[config.mk]
export PLATFORM = sky130hd
export DESIGN_NAME = band_ratio_squelch_gate
export DESIGN_NICKNAME = d
export VERILOG_FILES = /design/src/hw/rtl/brsg_pkg.sv /design/src/hw/rtl/brsg_div.sv /design/src/hw/rtl/band_ratio_squelch_gate.sv
export SDC_FILE = /design/constraint.sdc
export NUM_CORES = 2
export LEC_CHECK = 0
export BUFFER_PORTS_ARGS = -buffer_cell sky130_fd_sc_hd__buf_2
export CORE_MARGIN = 2
export CORE_UTILIZATION = 65
export DETAILED_ROUTE_END_ITERATION = 10
export HOLD_SLACK_MARGIN = 0.06
export PLACE_DENSITY_LB_ADDON = 0.2
export SYNTH_ARGS = -nofsm -noshare
export SYNTH_HDL_FRONTEND = slang
export SYNTH_SLANG_ARGS = --single-unit
[constraint.sdc]
create_clock -name clk -period 24.1 [get_ports clk]
set_input_delay 0 -clock clk [delete_from_list [all_inputs] [get_ports clk]]
set_output_delay 0 -clock clk [all_outputs]
set_load 0.02 [all_outputs]
[src/hw/rtl/brsg_pkg.sv]
// Shared types and constants for the band ratio squelch gate.
// Sequencer states, mode and run codes, register indexes, log2 table.
// No dependencies.
`timescale 1ns / 1ps
package brsg_pkg;

	localparam int WIRE_W    = 40;
	localparam int POW_W     = 48;
	localparam int DB_PER_LOG2 = 197283;

	typedef enum logic [4:0] {
		ST_IDLE, ST_MLO, ST_MHI, ST_MADD, ST_FIN, ST_SQ, ST_POW,
		ST_LOGLD, ST_NORM, ST_LOGMUL, ST_LOGSUM, ST_RATMUL, ST_RATIO,
		ST_LEARN, ST_DIV, ST_GATE, ST_EMIT
	} state_t;

	typedef enum logic [1:0] {OP_BX, OP_A1, OP_A2} op_t;

	typedef enum logic [1:0] {RUN_OFF, RUN_LEARN, RUN_AUTO, RUN_FIXED} run_t;

	localparam logic [1:0] MODE_AUTO  = 2'd1;
	localparam logic [1:0] MODE_FIXED = 2'd2;

	typedef enum logic [2:0] {
		REG_GATE_MODE, REG_THRESHOLD, REG_HOLD, REG_BOOT,
		REG_LOCKOUT, REG_RELEASE, REG_SIG_COEFS, REG_NOISE_COEFS
	} reg_idx_t;

	// log2(1 + i/16) in Q.16
	localparam logic [16:0] LOG_TAB [17] = '{
		17'd0, 17'd5732, 17'd11136, 17'd16248, 17'd21098, 17'd25711,
		17'd30109, 17'd34312, 17'd38336, 17'd42196, 17'd45904, 17'd49472,
		17'd52911, 17'd56229, 17'd59434, 17'd62534, 17'd65536
	};

endpackage

[src/hw/rtl/brsg_div.sv]
// Iterative restoring divider, one quotient bit per cycle.
// Used for the learned floor mean. No dependencies.
`timescale 1ns / 1ps
module brsg_div #(
	parameter int NW = 35,
	parameter int DW = 20
) (
	input  logic          clk,
	input  logic          arst_n,
	input  logic          start,
	input  logic [NW-1:0] dividend,
	input  logic [DW-1:0] divisor,
	output logic          busy,
	output logic          done,
	output logic [NW-1:0] quot,
	output logic [DW-1:0] rem
);

	localparam int CNT_W = $clog2(NW + 1);

	logic [NW-1:0]    quot_q;
	logic [DW-1:0]    rem_q;
	logic [DW-1:0]    dvs_q;
	logic [CNT_W-1:0] cnt_q;
	logic             busy_q;
	logic             done_q;
	logic [DW:0]      rem_sh;
	logic             fits;

	assign rem_sh = {rem_q, quot_q[NW-1]};
	assign fits   = rem_sh >= {1'b0, dvs_q};

	always_ff @(posedge clk or negedge arst_n) begin
		if (!arst_n) begin
			busy_q <= 1'b0;
			done_q <= 1'b0;
			cnt_q  <= '0;
		end else begin
			done_q <= 1'b0;
			if (start) begin
				busy_q <= 1'b1;
				cnt_q  <= CNT_W'(NW);
			end else if (busy_q) begin
				cnt_q <= cnt_q - 1'b1;
				if (cnt_q == CNT_W'(1)) begin
					busy_q <= 1'b0;
					done_q <= 1'b1;
				end
			end
		end
	end

	always_ff @(posedge clk) begin
		if (start) begin
			quot_q <= dividend;
			rem_q  <= '0;
			dvs_q  <= divisor;
		end else if (busy_q) begin
			quot_q <= {quot_q[NW-2:0], fits};
			rem_q  <= fits ? DW'(rem_sh - {1'b0, dvs_q}) : rem_sh[DW-1:0];
		end
	end

	assign busy = busy_q;
	assign done = done_q;
	assign quot = quot_q;
	assign rem  = rem_q;

endmodule

[src/hw/rtl/band_ratio_squelch_gate.sv]
// Band ratio squelch gate: one request in, one result out. A new request is taken only
// after the previous sample's result is loaded into the output register. Each sample runs
// its biquad sections on one shared 25x25 multiplier, then the power updates and a log2
// per band with normalization; the sample that ends floor learning also waits on the divider.
// A stalled result holds the sequencer in emit until the output frees.
// Asynchronous active-low reset clears all filter, power and gate state.
`timescale 1ns / 1ps
module band_ratio_squelch_gate #(
	parameter int SMOOTH_SHIFT = 10,
	parameter int COUNT_WIDTH  = 20,
	parameter int COEF_WIDTH   = 18
) (
	input  logic                    clk,
	input  logic                    arst_n,
	// config write port
	input  logic                    cfg_we,
	input  logic [2:0]              cfg_addr,
	input  logic [3*COEF_WIDTH-1:0] cfg_data,
	// input stream
	input  logic                    s_axis_tvalid,
	output logic                    s_axis_tready,
	input  logic [15:0]             s_axis_tdata,   // [15:0] in_sample
	input  logic                    s_axis_tlast,   // block_end
	// output stream
	output logic                    m_axis_tvalid,
	input  logic                    m_axis_tready,
	// [15:0] out_sample, [16] gate_open, [32:17] band_snr, [34:33] run_state,
	// [50:35] active_threshold_db, [51] lockout_flag, [55:52] zero
	output logic [55:0]             m_axis_tdata,
	output logic                    m_axis_tlast    // block_end_out
);

	localparam int CW    = COUNT_WIDTH;
	localparam int FRAC  = COEF_WIDTH - 2;
	localparam int ACC_W = COEF_WIDTH + 41;
	localparam int SUM_W = CW + 16;
	localparam int MAG_W = CW + 15;
	localparam int WW    = brsg_pkg::WIRE_W;
	localparam int PW    = brsg_pkg::POW_W;

	// saturate to the 40-bit section word
	function automatic logic signed [WW-1:0] sat_wire(input logic signed [ACC_W-1:0] v);
		logic signed [ACC_W-1:0] hi;
		logic signed [ACC_W-1:0] lo;
		hi = ACC_W'({1'b0, {(WW-1){1'b1}}});
		lo = -hi - 1;
		if (v > hi)
			return {1'b0, {(WW-1){1'b1}}};
		else if (v < lo)
			return {1'b1, {(WW-1){1'b0}}};
		else
			return v[WW-1:0];
	endfunction

	// ---------------- config registers ----------------
	logic [1:0]                gate_mode_q;
	logic signed [15:0]        thr_reg_q;
	logic [CW-1:0]             hold_len_q;
	logic [CW-1:0]             boot_len_q;
	logic [CW-1:0]             lock_len_q;
	logic [CW-1:0]             rel_len_q;
	logic [3*COEF_WIDTH-1:0]   sig_coef_q;
	logic [3*COEF_WIDTH-1:0]   noi_coef_q;
	logic                      restart;

	assign restart = cfg_we && (brsg_pkg::reg_idx_t'(cfg_addr) == brsg_pkg::REG_GATE_MODE);

	always_ff @(posedge clk or negedge arst_n) begin
		if (!arst_n) begin
			gate_mode_q <= '0;
			thr_reg_q   <= 16'sd768;
			hold_len_q  <= CW'(24000);
			boot_len_q  <= CW'(48000);
			lock_len_q  <= CW'(72000);
			rel_len_q   <= CW'(24000);
			sig_coef_q  <= '0;
			noi_coef_q  <= '0;
		end else if (cfg_we) begin
			unique case (brsg_pkg::reg_idx_t'(cfg_addr))
				brsg_pkg::REG_GATE_MODE:   gate_mode_q <= cfg_data[1:0];
				brsg_pkg::REG_THRESHOLD:   thr_reg_q   <= cfg_data[15:0];
				brsg_pkg::REG_HOLD:        hold_len_q  <= cfg_data[CW-1:0];
				brsg_pkg::REG_BOOT:        boot_len_q  <= cfg_data[CW-1:0];
				brsg_pkg::REG_LOCKOUT:     lock_len_q  <= cfg_data[CW-1:0];
				brsg_pkg::REG_RELEASE:     rel_len_q   <= cfg_data[CW-1:0];
				brsg_pkg::REG_SIG_COEFS:   sig_coef_q  <= cfg_data;
				brsg_pkg::REG_NOISE_COEFS: noi_coef_q  <= cfg_data;
				default: ;
			endcase
		end
	end

	// ---------------- sequencer ----------------
	brsg_pkg::state_t state_q, state_d;
	brsg_pkg::op_t    op_q;
	logic [1:0]       sec_q;
	logic             lg_sel_q;

	// datapath registers
	logic [15:0]             in_q;
	logic                    last_q;
	brsg_pkg::run_t          cur_mode_q;
	logic signed [WW-1:0]    x_q;
	logic signed [WW-1:0]    xs_q;
	logic signed [WW-1:0]    y_q;
	logic signed [WW-1:0]    d0n_q;
	logic signed [WW-1:0]    dly_q [8];
	logic signed [ACC_W-1:0] acc_q;
	logic signed [ACC_W-1:0] bx_q;
	logic signed [49:0]      mul_q;
	logic [PW-1:0]           sig_pow_q;
	logic [PW-1:0]           noi_pow_q;
	logic [PW-1:0]           m_q;
	logic [5:0]              e_q;
	logic [21:0]             lg_base_q;
	logic [21:0]             ls_q;
	logic [21:0]             ln_q;
	logic signed [15:0]      ratio_q;
	logic                    open_q;
	logic signed [16:0]      thr_q;
	logic                    neg_q;

	// gate state
	brsg_pkg::run_t          run_mode_q;
	logic signed [16:0]      learned_q;
	logic signed [SUM_W-1:0] learn_sum_q;
	logic [CW-1:0]           learn_cnt_q;
	logic [CW-1:0]           hold_q;
	logic [CW:0]             above_q;
	logic [CW:0]             below_q;
	logic                    lockout_q;

	// output register
	logic                    out_valid_q;
	logic [15:0]             out_sample_q;
	logic                    out_open_q;
	logic [15:0]             out_ratio_q;
	logic [1:0]              out_run_q;
	logic [15:0]             out_thr_q;
	logic                    out_lock_q;
	logic                    out_last_q;

	logic in_acc;
	logic out_free;
	assign in_acc   = s_axis_tvalid && s_axis_tready;
	assign out_free = !out_valid_q || m_axis_tready;

	// ---------------- shared multiplier operands ----------------
	logic [3*COEF_WIDTH-1:0]      coef_reg;
	logic signed [COEF_WIDTH-1:0] coef;
	logic signed [WW-1:0]         opnd;
	logic [WW-1:0]                ymag;
	logic [23:0]                  mag_c;
	logic [3:0]                   lidx;
	logic [16:0]                  tdiff;
	logic signed [22:0]           ldiff;
	logic signed [24:0]           mul_a;
	logic signed [24:0]           mul_b;

	assign coef_reg = sec_q[1] ? noi_coef_q : sig_coef_q;
	assign opnd     = (op_q == brsg_pkg::OP_BX) ? x_q : y_q;
	assign ymag     = y_q[WW-1] ? WW'(-y_q) : WW'(y_q);
	assign mag_c    = (ymag > WW'(24'hFFFFFF)) ? 24'hFFFFFF : ymag[23:0];
	assign lidx     = m_q[46:43];
	assign tdiff    = brsg_pkg::LOG_TAB[{1'b0, lidx} + 5'd1] - brsg_pkg::LOG_TAB[lidx];
	assign ldiff    = $signed({1'b0, ls_q}) - $signed({1'b0, ln_q});

	always_comb begin
		case (op_q)
			brsg_pkg::OP_A1: coef = coef_reg[2*COEF_WIDTH-1:COEF_WIDTH];
			brsg_pkg::OP_A2: coef = coef_reg[3*COEF_WIDTH-1:2*COEF_WIDTH];
			default:         coef = coef_reg[COEF_WIDTH-1:0];
		endcase
	end

	always_comb begin
		mul_a = '0;
		mul_b = '0;
		case (state_q)
			brsg_pkg::ST_MLO: begin
				mul_a = 25'(coef);
				mul_b = $signed({5'b0, opnd[19:0]});
			end
			brsg_pkg::ST_MHI: begin
				mul_a = 25'(coef);
				mul_b = 25'($signed(opnd[39:20]));
			end
			brsg_pkg::ST_SQ: begin
				mul_a = $signed({1'b0, mag_c});
				mul_b = $signed({1'b0, mag_c});
			end
			brsg_pkg::ST_LOGMUL: begin
				mul_a = $signed({8'b0, tdiff});
				mul_b = $signed({9'b0, m_q[42:27]});
			end
			brsg_pkg::ST_RATMUL: begin
				mul_a = 25'(ldiff);
				mul_b = 25'(brsg_pkg::DB_PER_LOG2);
			end
			default: ;
		endcase
	end

	always_ff @(posedge clk) mul_q <= mul_a * mul_b;

	// ---------------- section arithmetic ----------------
	logic signed [ACC_W-1:0] y_sum;
	logic signed [ACC_W-1:0] d0_sum;
	logic signed [ACC_W-1:0] d1_sum;
	assign y_sum  = (acc_q >>> FRAC) + ACC_W'(dly_q[0]);
	assign d0_sum = ((-acc_q) >>> FRAC) + ACC_W'(dly_q[1]);
	assign d1_sum = (-bx_q - acc_q) >>> FRAC;

	// power smoothing
	logic [PW-1:0] pow_cur;
	logic [PW:0]   pow_sum;
	logic [PW-1:0] pow_new;
	assign pow_cur = sec_q[1] ? noi_pow_q : sig_pow_q;
	assign pow_sum = {1'b0, pow_cur} - {1'b0, pow_cur >> SMOOTH_SHIFT}
		+ {1'b0, mul_q[PW-1:0] >> SMOOTH_SHIFT};
	assign pow_new = pow_sum[PW] ? {PW{1'b1}} : pow_sum[PW-1:0];

	// ratio from the scaled log difference
	logic signed [25:0] rat_full;
	logic signed [15:0] rat_sat;
	assign rat_full = 26'(mul_q >>> 24);
	assign rat_sat  = (rat_full > 26'sd32767) ? 16'sh7FFF :
		(rat_full < -26'sd32768) ? 16'sh8000 : rat_full[15:0];

	// ---------------- learning ----------------
	logic [CW-1:0]           target;
	logic [CW-1:0]           cnt_new;
	logic signed [SUM_W-1:0] sum_new;
	logic                    learn_done;
	logic [MAG_W-1:0]        sum_mag;
	logic                    div_busy;
	logic                    div_done;
	logic [MAG_W-1:0]        div_quot;
	logic [CW-1:0]           div_rem;
	logic signed [16:0]      mean;

	assign target     = (boot_len_q == '0) ? CW'(1) : boot_len_q;
	assign cnt_new    = learn_cnt_q + 1'b1;
	assign sum_new    = learn_sum_q + SUM_W'(ratio_q);
	assign learn_done = cnt_new >= target;
	assign sum_mag    = sum_new[SUM_W-1] ? MAG_W'(-sum_new) : MAG_W'(sum_new);
	assign mean       = neg_q ? -$signed(17'(div_quot) + 17'(div_rem != '0))
		: $signed(17'(div_quot));

	brsg_div #(.NW(MAG_W), .DW(CW)) u_div (
		.clk      (clk),
		.arst_n   (arst_n),
		.start    (state_q == brsg_pkg::ST_LEARN && learn_done),
		.dividend (sum_mag),
		.divisor  (target),
		.busy     (div_busy),
		.done     (div_done),
		.quot     (div_quot),
		.rem      (div_rem)
	);

	// ---------------- gate decision ----------------
	logic signed [16:0] thr_sel;
	logic               above;
	logic [CW:0]        above_nx;
	logic [CW:0]        below_nx;
	logic               lock_nx;
	logic [CW-1:0]      hold_eff;
	logic [CW-1:0]      hold_nx;
	logic               open_nx;

	always_comb begin
		case (cur_mode_q)
			brsg_pkg::RUN_AUTO:  thr_sel = learned_q;
			brsg_pkg::RUN_FIXED: thr_sel = 17'(thr_reg_q);
			default:             thr_sel = '0;
		endcase
		above    = 17'(ratio_q) > thr_sel;
		above_nx = above_q;
		below_nx = below_q;
		lock_nx  = lockout_q;
		if (lock_len_q != '0) begin
			if (above) begin
				above_nx = (&above_q) ? above_q : above_q + 1'b1;
				below_nx = '0;
				if (above_nx > {1'b0, lock_len_q})
					lock_nx = 1'b1;
			end else begin
				above_nx = '0;
				below_nx = (&below_q) ? below_q : below_q + 1'b1;
				if (below_nx >= {1'b0, rel_len_q})
					lock_nx = 1'b0;
			end
		end
		hold_eff = (above && !lock_nx) ? hold_len_q : hold_q;
		if (cur_mode_q == brsg_pkg::RUN_OFF) begin
			open_nx = 1'b1;
			hold_nx = hold_q;
		end else begin
			open_nx = hold_eff != '0;
			hold_nx = open_nx ? hold_eff - 1'b1 : hold_eff;
		end
	end

	// ---------------- next state ----------------
	always_comb begin
		state_d = state_q;
		unique case (state_q)
			brsg_pkg::ST_IDLE:   if (s_axis_tvalid) state_d = brsg_pkg::ST_MLO;
			brsg_pkg::ST_MLO:    state_d = brsg_pkg::ST_MHI;
			brsg_pkg::ST_MHI:    state_d = brsg_pkg::ST_MADD;
			brsg_pkg::ST_MADD:   state_d = brsg_pkg::ST_FIN;
			brsg_pkg::ST_FIN: begin
				if (op_q == brsg_pkg::OP_A2 && sec_q[0])
					state_d = brsg_pkg::ST_SQ;
				else
					state_d = brsg_pkg::ST_MLO;
			end
			brsg_pkg::ST_SQ:     state_d = brsg_pkg::ST_POW;
			brsg_pkg::ST_POW:
				state_d = (sec_q == 2'd3) ? brsg_pkg::ST_LOGLD : brsg_pkg::ST_MLO;
			brsg_pkg::ST_LOGLD:  state_d = brsg_pkg::ST_NORM;
			brsg_pkg::ST_NORM:   if (m_q[PW-1]) state_d = brsg_pkg::ST_LOGMUL;
			brsg_pkg::ST_LOGMUL: state_d = brsg_pkg::ST_LOGSUM;
			brsg_pkg::ST_LOGSUM:
				state_d = lg_sel_q ? brsg_pkg::ST_RATMUL : brsg_pkg::ST_LOGLD;
			brsg_pkg::ST_RATMUL: state_d = brsg_pkg::ST_RATIO;
			brsg_pkg::ST_RATIO:
				state_d = (cur_mode_q == brsg_pkg::RUN_LEARN) ? brsg_pkg::ST_LEARN
					: brsg_pkg::ST_GATE;
			brsg_pkg::ST_LEARN:
				state_d = learn_done ? brsg_pkg::ST_DIV : brsg_pkg::ST_EMIT;
			brsg_pkg::ST_DIV:    if (div_done) state_d = brsg_pkg::ST_EMIT;
			brsg_pkg::ST_GATE:   state_d = brsg_pkg::ST_EMIT;
			brsg_pkg::ST_EMIT:   if (out_free) state_d = brsg_pkg::ST_IDLE;
			default:             state_d = brsg_pkg::ST_IDLE;
		endcase
	end

	always_ff @(posedge clk or negedge arst_n) begin
		if (!arst_n)
			state_q <= brsg_pkg::ST_IDLE;
		else
			state_q <= state_d;
	end

	// ---------------- control and gate state ----------------
	always_ff @(posedge clk or negedge arst_n) begin
		if (!arst_n) begin
			op_q        <= brsg_pkg::OP_BX;
			sec_q       <= '0;
			lg_sel_q    <= 1'b0;
			for (int i = 0; i < 8; i++) dly_q[i] <= '0;
			sig_pow_q   <= '0;
			noi_pow_q   <= '0;
			run_mode_q  <= brsg_pkg::RUN_OFF;
			learned_q   <= '0;
			learn_sum_q <= '0;
			learn_cnt_q <= '0;
			hold_q      <= '0;
			above_q     <= '0;
			below_q     <= '0;
			lockout_q   <= 1'b0;
			out_valid_q <= 1'b0;
		end else begin
			// result stays until taken; emit loads it once the slot frees
			out_valid_q <= (out_valid_q && !m_axis_tready) ||
				(state_q == brsg_pkg::ST_EMIT && out_free);
			if (restart) begin
				run_mode_q  <= (cfg_data[1:0] == brsg_pkg::MODE_AUTO) ? brsg_pkg::RUN_LEARN :
					(cfg_data[1:0] == brsg_pkg::MODE_FIXED) ? brsg_pkg::RUN_FIXED :
					brsg_pkg::RUN_OFF;
				learned_q   <= '0;
				learn_sum_q <= '0;
				learn_cnt_q <= '0;
				hold_q      <= '0;
				above_q     <= '0;
				below_q     <= '0;
				lockout_q   <= 1'b0;
			end
			case (state_q)
				brsg_pkg::ST_IDLE: begin
					sec_q    <= '0;
					op_q     <= brsg_pkg::OP_BX;
					lg_sel_q <= 1'b0;
				end
				brsg_pkg::ST_FIN: begin
					case (op_q)
						brsg_pkg::OP_BX: op_q <= brsg_pkg::OP_A1;
						brsg_pkg::OP_A1: op_q <= brsg_pkg::OP_A2;
						default: begin
							op_q <= brsg_pkg::OP_BX;
							// rotate so the next section's pair sits at the head
							for (int i = 0; i < 6; i++) dly_q[i] <= dly_q[i+2];
							dly_q[6] <= d0n_q;
							dly_q[7] <= sat_wire(d1_sum);
							if (!sec_q[0])
								sec_q <= sec_q + 1'b1;
						end
					endcase
				end
				brsg_pkg::ST_POW: begin
					if (sec_q[1])
						noi_pow_q <= pow_new;
					else
						sig_pow_q <= pow_new;
					sec_q <= sec_q + 1'b1;
				end
				brsg_pkg::ST_LOGSUM: lg_sel_q <= 1'b1;
				brsg_pkg::ST_LEARN: begin
					learn_sum_q <= sum_new;
					learn_cnt_q <= cnt_new;
				end
				brsg_pkg::ST_DIV: begin
					if (div_done) begin
						learned_q  <= mean + 17'(thr_reg_q);
						run_mode_q <= brsg_pkg::RUN_AUTO;
					end
				end
				brsg_pkg::ST_GATE: begin
					above_q   <= above_nx;
					below_q   <= below_nx;
					lockout_q <= lock_nx;
					hold_q    <= hold_nx;
				end
				default: ;
			endcase
		end
	end

	// ---------------- datapath payload ----------------
	always_ff @(posedge clk) begin
		case (state_q)
			brsg_pkg::ST_IDLE: begin
				if (in_acc) begin
					in_q       <= s_axis_tdata;
					last_q     <= s_axis_tlast;
					cur_mode_q <= run_mode_q;
					x_q        <= WW'($signed(s_axis_tdata)) <<< 8;
					xs_q       <= WW'($signed(s_axis_tdata)) <<< 8;
				end
			end
			brsg_pkg::ST_MHI:  acc_q <= ACC_W'(mul_q);
			brsg_pkg::ST_MADD: acc_q <= acc_q + (ACC_W'(mul_q) <<< 20);
			brsg_pkg::ST_FIN: begin
				case (op_q)
					brsg_pkg::OP_BX: begin
						bx_q <= acc_q;
						y_q  <= sat_wire(y_sum);
					end
					brsg_pkg::OP_A1: d0n_q <= sat_wire(d0_sum);
					default: if (!sec_q[0]) x_q <= y_q;
				endcase
			end
			brsg_pkg::ST_POW:   x_q <= xs_q;
			brsg_pkg::ST_LOGLD: begin
				m_q <= lg_sel_q ? ((noi_pow_q < PW'(65536)) ? PW'(65536) : noi_pow_q)
					: ((sig_pow_q < PW'(65536)) ? PW'(65536) : sig_pow_q);
				e_q <= 6'd47;
			end
			brsg_pkg::ST_NORM: begin
				if (!m_q[PW-1]) begin
					if (m_q[PW-1:PW-8] == '0) begin
						m_q <= m_q << 8;
						e_q <= e_q - 6'd8;
					end else begin
						m_q <= m_q << 1;
						e_q <= e_q - 6'd1;
					end
				end
			end
			brsg_pkg::ST_LOGMUL: lg_base_q <= {e_q, 16'b0} + 22'(brsg_pkg::LOG_TAB[lidx]);
			brsg_pkg::ST_LOGSUM: begin
				if (lg_sel_q)
					ln_q <= lg_base_q + 22'(mul_q[31:16]);
				else
					ls_q <= lg_base_q + 22'(mul_q[31:16]);
			end
			brsg_pkg::ST_RATIO: ratio_q <= rat_sat;
			brsg_pkg::ST_LEARN: begin
				open_q <= 1'b0;
				thr_q  <= '0;
				neg_q  <= sum_new[SUM_W-1];
			end
			brsg_pkg::ST_GATE: begin
				open_q <= open_nx;
				thr_q  <= thr_sel;
			end
			brsg_pkg::ST_EMIT: begin
				if (out_free) begin
					out_sample_q <= open_q ? in_q : '0;
					out_open_q   <= open_q;
					out_ratio_q  <= ratio_q;
					out_run_q    <= cur_mode_q;
					out_thr_q    <= (thr_q > 17'sd32767) ? 16'h7FFF :
						(thr_q < -17'sd32768) ? 16'h8000 : thr_q[15:0];
					out_lock_q   <= lockout_q;
					out_last_q   <= last_q;
				end
			end
			default: ;
		endcase
	end

	assign s_axis_tready = state_q == brsg_pkg::ST_IDLE;
	assign m_axis_tvalid = out_valid_q;
	assign m_axis_tdata  = {4'b0, out_lock_q, out_thr_q, out_run_q, out_ratio_q,
		out_open_q, out_sample_q};
	assign m_axis_tlast  = out_last_q;

	// ---------------- assertions ----------------
	a_div_in_div: assert property (@(posedge clk) disable iff (!arst_n)
		div_busy |-> state_q == brsg_pkg::ST_DIV)
		else $error("divider busy outside divide state");

	a_one_at_a_time: assert property (@(posedge clk) disable iff (!arst_n)
		in_acc |=> !s_axis_tready)
		else $error("request taken while a sample is in flight");

	a_mode_stable: assert property (@(posedge clk) disable iff (!arst_n)
		(!cfg_we && !(state_q == brsg_pkg::ST_DIV && div_done)) |=> $stable(run_mode_q))
		else $error("run mode changed without a config write or learn end");

endmodule
# Yosys cells after proc, flatten, opt, wreduce, memory -nomap -nowiden
# Memory sizes are Yosys's and may differ from the RTL's.
# Cells that the tools add are included.
[op_classes]
addsub = 28
mul = 1
div_mod_pow = 0
order_cmp = 20
eq_ne = 42
shifts = 0
muxes = 98
bitwise = 5
n_reduce_logical = 57
[op_table]
columns = ["cell", "n"]
rows = [
  ["2-to-1 mux 40 bit", 9],
  ["2-to-1 mux 48 bit", 7],
  ["2-to-1 mux 21 bit", 9],
  ["2-to-1 mux 20 bit", 8],
  ["2-to-1 mux 17 bit", 8],
  ["one-hot mux 25 bit (5 select lines)", 1],
  ["one-hot mux 40 bit (3 select lines)", 1],
  ["negator 59 bit", 2],
  ["one-hot mux 59 bit (2 select lines)", 1],
  ["2-to-1 mux 35 bit", 3],
  ["one-hot mux 25 bit (4 select lines)", 1],
  ["< comparator 48 x 17 -> 1 bit, second input constant", 2],
  ["one-hot mux 48 bit (2 select lines)", 1],
  ["adder 43 x 40 -> 44 bit", 2],
  ["greater-than comparator 44 x 40 -> 1 bit, second input constant", 2],
  ["< comparator 44 x 40 -> 1 bit, second input constant", 2],
  ["one-hot mux 5 bit (17 select lines)", 1],
  ["2-to-1 mux 36 bit", 2],
  ["one-hot mux 17 bit (2 select lines)", 2],
  ["nonzero test 20 bit", 3],
  ["adder 59 bit", 1],
  ["subtractor 59 bit", 1],
  ["2-to-1 mux 54 bit", 1],
  ["multiplier 25 x 25 -> 50 bit", 1],
  ["77 further kinds", 180],
]
[word_totals]
register_bits = 1383
latch_bits = 0
ram_bits = 0
romBits = 1088
input_bits = 79
out_inout_bits = 59
word_cells = 317
memories = 2
[memory_table]
columns = ["name", "depth", "width", "rd", "rd_ports_with_merged_regs", "write_ports", "line", "text"]
rows = [
  ["(name not given)", 32, 17, 1, 0, 0, "band_ratio_squelch_gate.sv:472", "brsg_pkg::ST_LOGMUL: lg_base_q <= {e_q, 16'b0} + 22'(brsg_pkg::LOG_TAB[lidx]);"],
  ["(name not given)", 32, 17, 1, 0, 0, "band_ratio_squelch_gate.sv:165", "assign tdiff = brsg_pkg::LOG_TAB[{1'b0, lidx} + 5'd1] - brsg_pkg::LOG_TAB[lidx];"],
]

# Depth between registers and ports, before layout
[depth]
word_depth = 13
depth_mapped = 49
ltp_nobuf = 45

# By module
# From an unflattened synthesis, not the netlist that was laid out.
[hier_totals]
hier_cells = 10558
area_unflattened_um2 = 104614.1
[modules_own_cells]
columns = ["mod", "instances", "cells_per_inst", "area_per_inst_um2", "seq_area_each_um2"]
rows = [
  ["band_ratio_squelch_gate", 1, 10133, 100002.2, 34242.8],
  ["brsg_div", 1, 425, 4611.9, 2252.2],
]

# Worst setup path after synthesis
# No wires, ideal clock.
[synth_path]
kind = "flip-flop to flip-flop"
from = "reg m_q[45]"
to = "reg mul_q[49]"
setup_time_ps = 72
t_arrival_ps = 11371
required_ps = 24028
slack_ps = 12657
stages_incl_launch_ff = 49
path_buffers = 4
period_less_slack_ps = 11443
path_cell_list = "edfxtp_1 > buf_1 > inv_1 > clkbuf_1 > ha_1 > clkbuf_1 > nor3b_1 > o21ai_0 > ha_1 > inv_1 > fa_1 > a21o_1 > a21o_1 > a21o_1 > a21oi_1 > o21bai_1 > a211o_1 > a2111oi_0 > [... 13 more ...] > fa_1 > fa_1 > inv_1 > fa_1 > inv_1 > ha_1 > a21oi_1 > o21ai_0 > o2111ai_1 > o21bai_1 > a21boi_0 > o21bai_1 > nand4_1 > a31o_2 > a31o_2 > a41o_1 > a21oi_1 > xnor2_1"
[synth_via]
elab_chain_len = 8
elab_cells_between_ends = 12
cone_classes = "add/sub (2); mul (1); mux (5); bitwise (2); memory (2)"
[synth_lines]
columns = ["element", "line", "text"]
rows = [
  ["from (decl)", "band_ratio_squelch_gate.sv:113", "logic [PW-1:0] m_q;"],
  ["from (signal assigned)", "band_ratio_squelch_gate.sv:457", "m_q <= lg_sel_q ? ((noi_pow_q < PW'(65536)) ? PW'(65536) : noi_pow_q)"],
  ["from (signal assigned)", "band_ratio_squelch_gate.sv:464", "m_q <= m_q << 8;"],
  ["from (signal assigned)", "band_ratio_squelch_gate.sv:467", "m_q <= m_q << 1;"],
  ["adder 4 x 1 -> 5 bit", "band_ratio_squelch_gate.sv:165", ""],
  ["NOT 5 -> 6 bit (not written as such)", "band_ratio_squelch_gate.sv:165", ""],
  ["memory read (32 x 17 bit)", "n/a", ""],
  ["2-to-1 mux 17 bit (not written as such) (2 in a row)", "band_ratio_squelch_gate.sv:165", ""],
  ["subtractor 17 bit (*)", "band_ratio_squelch_gate.sv:165", ""],
  ["one-hot mux 25 bit (4 select lines) (*)", "band_ratio_squelch_gate.sv:179", "case (state_q)"],
  ["multiplier 25 x 25 -> 50 bit (*)", "band_ratio_squelch_gate.sv:204", "always_ff @(posedge clk) mul_q <= mul_a * mul_b;"],
  ["to (signal assigned)", "band_ratio_squelch_gate.sv:204", ""],
  ["to (decl)", "band_ratio_squelch_gate.sv:110", "logic signed [49:0] mul_q;"],
]
# Mark *: on every way between the ends. The rest lies on a longest branch, timed or not. The select of a mux whose other input is x is not followed.
# A chain may end at the register's enable or synchronous reset.

# Final worst setup path
[layout_path]
from = "reg m_q[43]"
to = "reg mul_q[48]"
# Same word-level chain as after synthesis.

==> out/results.ini <==
[status]
run_status=complete, no violations

[place]
io_buffers=133
routabilityCongestion=1.035
dp_hpwl_microns=239300

[synth]
synth_seq_cells=1367
synth_flop_cell=dfrtp_1
ys_types=107
synth.avg_cell_area_sq_um=9.331
synth-async-reset-ratio=0.5684
synth_edf_count=520
yosys.area.top_type=dfrtp_1
yosysSeqAreaShare=0.3498
yosys_warnings=0
synth.most_common_cell=nand2_1
syn-cell-area_sq_um=104300
yosys.area.top_type_share=0.1796
synthTopCellsByArea=dfrtp_1, edfxtp_1, fa_1
synthCells=11180
synthTopCellsByCount=nand2_1, inv_1, nor2_1

[global_routing]
grt_pass1_vias=84770
grt_max_degree=152
grtUsageTotal=0.4019
overflow=0
antenna_found_initial=24
grt_pass1_wl_microns=500300

[critical_path]
reg2reg_depth=43
crit_type=flop to flop
r2r_start=m_q[43]
crit_end=mul_q[48]
required_ps=24770
rr_endpoint=mul_q[48]
critical_path.slowest_cell=edfxtp_1
end_kind=flop
crit_path_max_fanout=17
cp-startpoint=m_q[43]
critPathArrivalTime_ps=14620
crit_top_cell=fa_1
worst_path_largest_cell_delay_ps=760
critPathLaunchType=flop
r2r_slack_ps=10140

[layout]
syn_to_final_growth_pct=9.321
seqCellArea_sq_um=36500
multi_input_area_sq_um=61180
nNetsFinal=12730
drive_above_1_share=0.08289
fill_cells=11990

[detailed_routing]
wirelength_microns=329600
ant_nets=0
drc=0
routedWlPerCell_microns=24.40
first_iter_violations=9012
via_count=85120
dr.pass1.iters=6
via_per_inst=6.299

[timing]
tightestPinTransition_ps=1330
fin_crit_ps=13960
finalHoldViolCount=0
clock_skew_ps=65.06
rsz0062_at_grt=false
setup_tns_ps=0
fmax_mhz=71.65
fin_crit_sh=0.5791
setup_viol=0
slew_headroom=0.1105
drv_slew=0

[floorplan]
die_w_microns=404.7
die_area_sq_um=163700
row_count=147
initial_core_util=0.6521
core_sq_um=160000
die_h_microns=404.7
ios=138

[clocking]
clkTransAtPathRegs_ps=60
h-tree-depth=4
clockBufferDepth=3
clock-sinks=1367
clockRootBuffer=clkbuf_16
clk_latency_ps=840
cts_buffers=153
cts_tree=done

[run]
cap_violations=0

[min_path]
min_path_type=input pin to flop

## registers in the layout, indices dropped and copies added, names as in the netlist, 35 cells and up
| register | flops |
|---|---|
| dly_q | 320 |
| sig_coef_q | 54 |
| mul_q | 50 |
| sig_pow_q | 48 |
| y_q | 40 |
| learn_sum_q | 36 |
| noi_coef_q | 54 |
| x_q | 40 |
| acc_q | 59 |
| d0n_q | 40 |
| noi_pow_q | 48 |
| u_div.quot | 35 |
| bx_q | 59 |
| m_q | 48 |
## stage by stage
step	utilization	cell area [sq um]	setup WS, ps	cells	hold slack, ps
floorplan	-	104400	12660	11190	-295.6
global placement	0.6694	107100	10630	13060	48.21
detailed placement	0.6694	107100	10510	13060	61.62
CTS	0.7124	114000	10410	13490	69.55
global route	0.7125	114000	9529	13490	118.4
finish	0.7128	114100	10140	13510	118.1
## per-layer routing
| layer | global-route usage | wire length, microns | vias to the layer above |
|---|---|---|---|
| li1 | - | - | 37760 |
| met4 | 0.2300 | 21400 | 18 |
| met3 | 0.1008 | 34210 | 1059 |
| met1 | 0.5258 | 126900 | 41930 |
| met2 | 0.6114 | 147000 | 4349 |
| met5 | 0 | 134 | - |
## cell type report
type,instances,share of cell area
antenna,26,0.0005704
tap,2086,0.02288
timing repair buffer,411,0.02742
clock inverter,78,0.01014
sequential,1367,0.3200
clock buffer,210,0.03838
inverter,1344,0.04423
multi-input combinational,7990,0.5364
## how the worst min path moves through the flow
stage,start,end,slack (ps),depth (start not counted)
floorplan,arst_n,above_q[0],-300,0
global placement,arst_n,noi_pow_q[19],50,1
detailed placement,arst_n,noi_pow_q[19],60,1
CTS,cfg_data[18],lock_len_q[18],70,4
global route,cfg_data[11],lock_len_q[11],120,4
finish,cfg_data[11],lock_len_q[11],120,4
## kinds of logic (layout without fill, tap and decap cells)
kind of cell / count (synthesis) / in the layout / share of synthesized area
other: 1 / 30 / 0.00003594
multiplexers: 441 / 441 / 0.04536
AND/OR/NAND/NOR: 3558 / 3558 / 0.1511
adder cells (fa/ha/maj): 1381 / 1381 / 0.2163
AO/OA/AOI/OAI: 2089 / 2089 / 0.1272
buffers and inverters: 1828 / 2043 / 0.06672
XOR/XNOR: 517 / 517 / 0.04353
flip-flops: 1367 / 1367 / 0.3498
## repair_timing
item | in CTS | in global routing
hold buffers | 134 | 0
gates resized for setup | 0 | 0
endpoints found under the hold margin | 475 | 0
buffers inserted | 0 | 0
## layout by cell type, fill, tap and decap left out, types with 28 or more instances in the layout
master	Yosys	layout
ha_1	676	675
a211oi_1	72	72
buf_2	41	132
nand3_1	205	203
xnor2_1	306	305
nor4_1	66	64
fa_1	705	705
dfxtp_1	70	70
a21oi_1	537	536
dlygate4sd3_1	0	133
nand2_1	1744	1740
clkbuf_16	0	157
nor2b_1	79	78
o21bai_1	58	58
a22oi_1	38	38
o21a_1	65	65
nand4_1	59	59
nand2b_1	82	82
o22ai_1	52	52
mux2i_1	186	186
o21ai_0	531	531
buf_4	7	143
or3_1	48	47
a221oi_1	38	38
dfrtp_1	749	747
o31ai_1	47	46
clkbuf_1	401	28
mux2_2	255	255
xor2_1	210	210
dfstp_2	28	28
inv_1	1340	1340
and3_1	94	89
nor2_1	829	822
a31oi_1	94	94
edfxtp_1	520	520
nor3_1	128	122
o211ai_1	41	41
and2_1	91	87
a21o_1	242	242
## worst max-delay path: cells and delay by family (launching register included)
family / cells / cell delay [ps]
xor+xnor: 1 / 160
buf+inv: 6 / 400
compound gates: 20 / 6260
simple gates: 5 / 760
flops: 1 / 760
fa+ha+maj: 11 / 5480
Power is not shown: default switching activity piles up to over one toggle a cycle in this logic, so the estimate is an artifact.
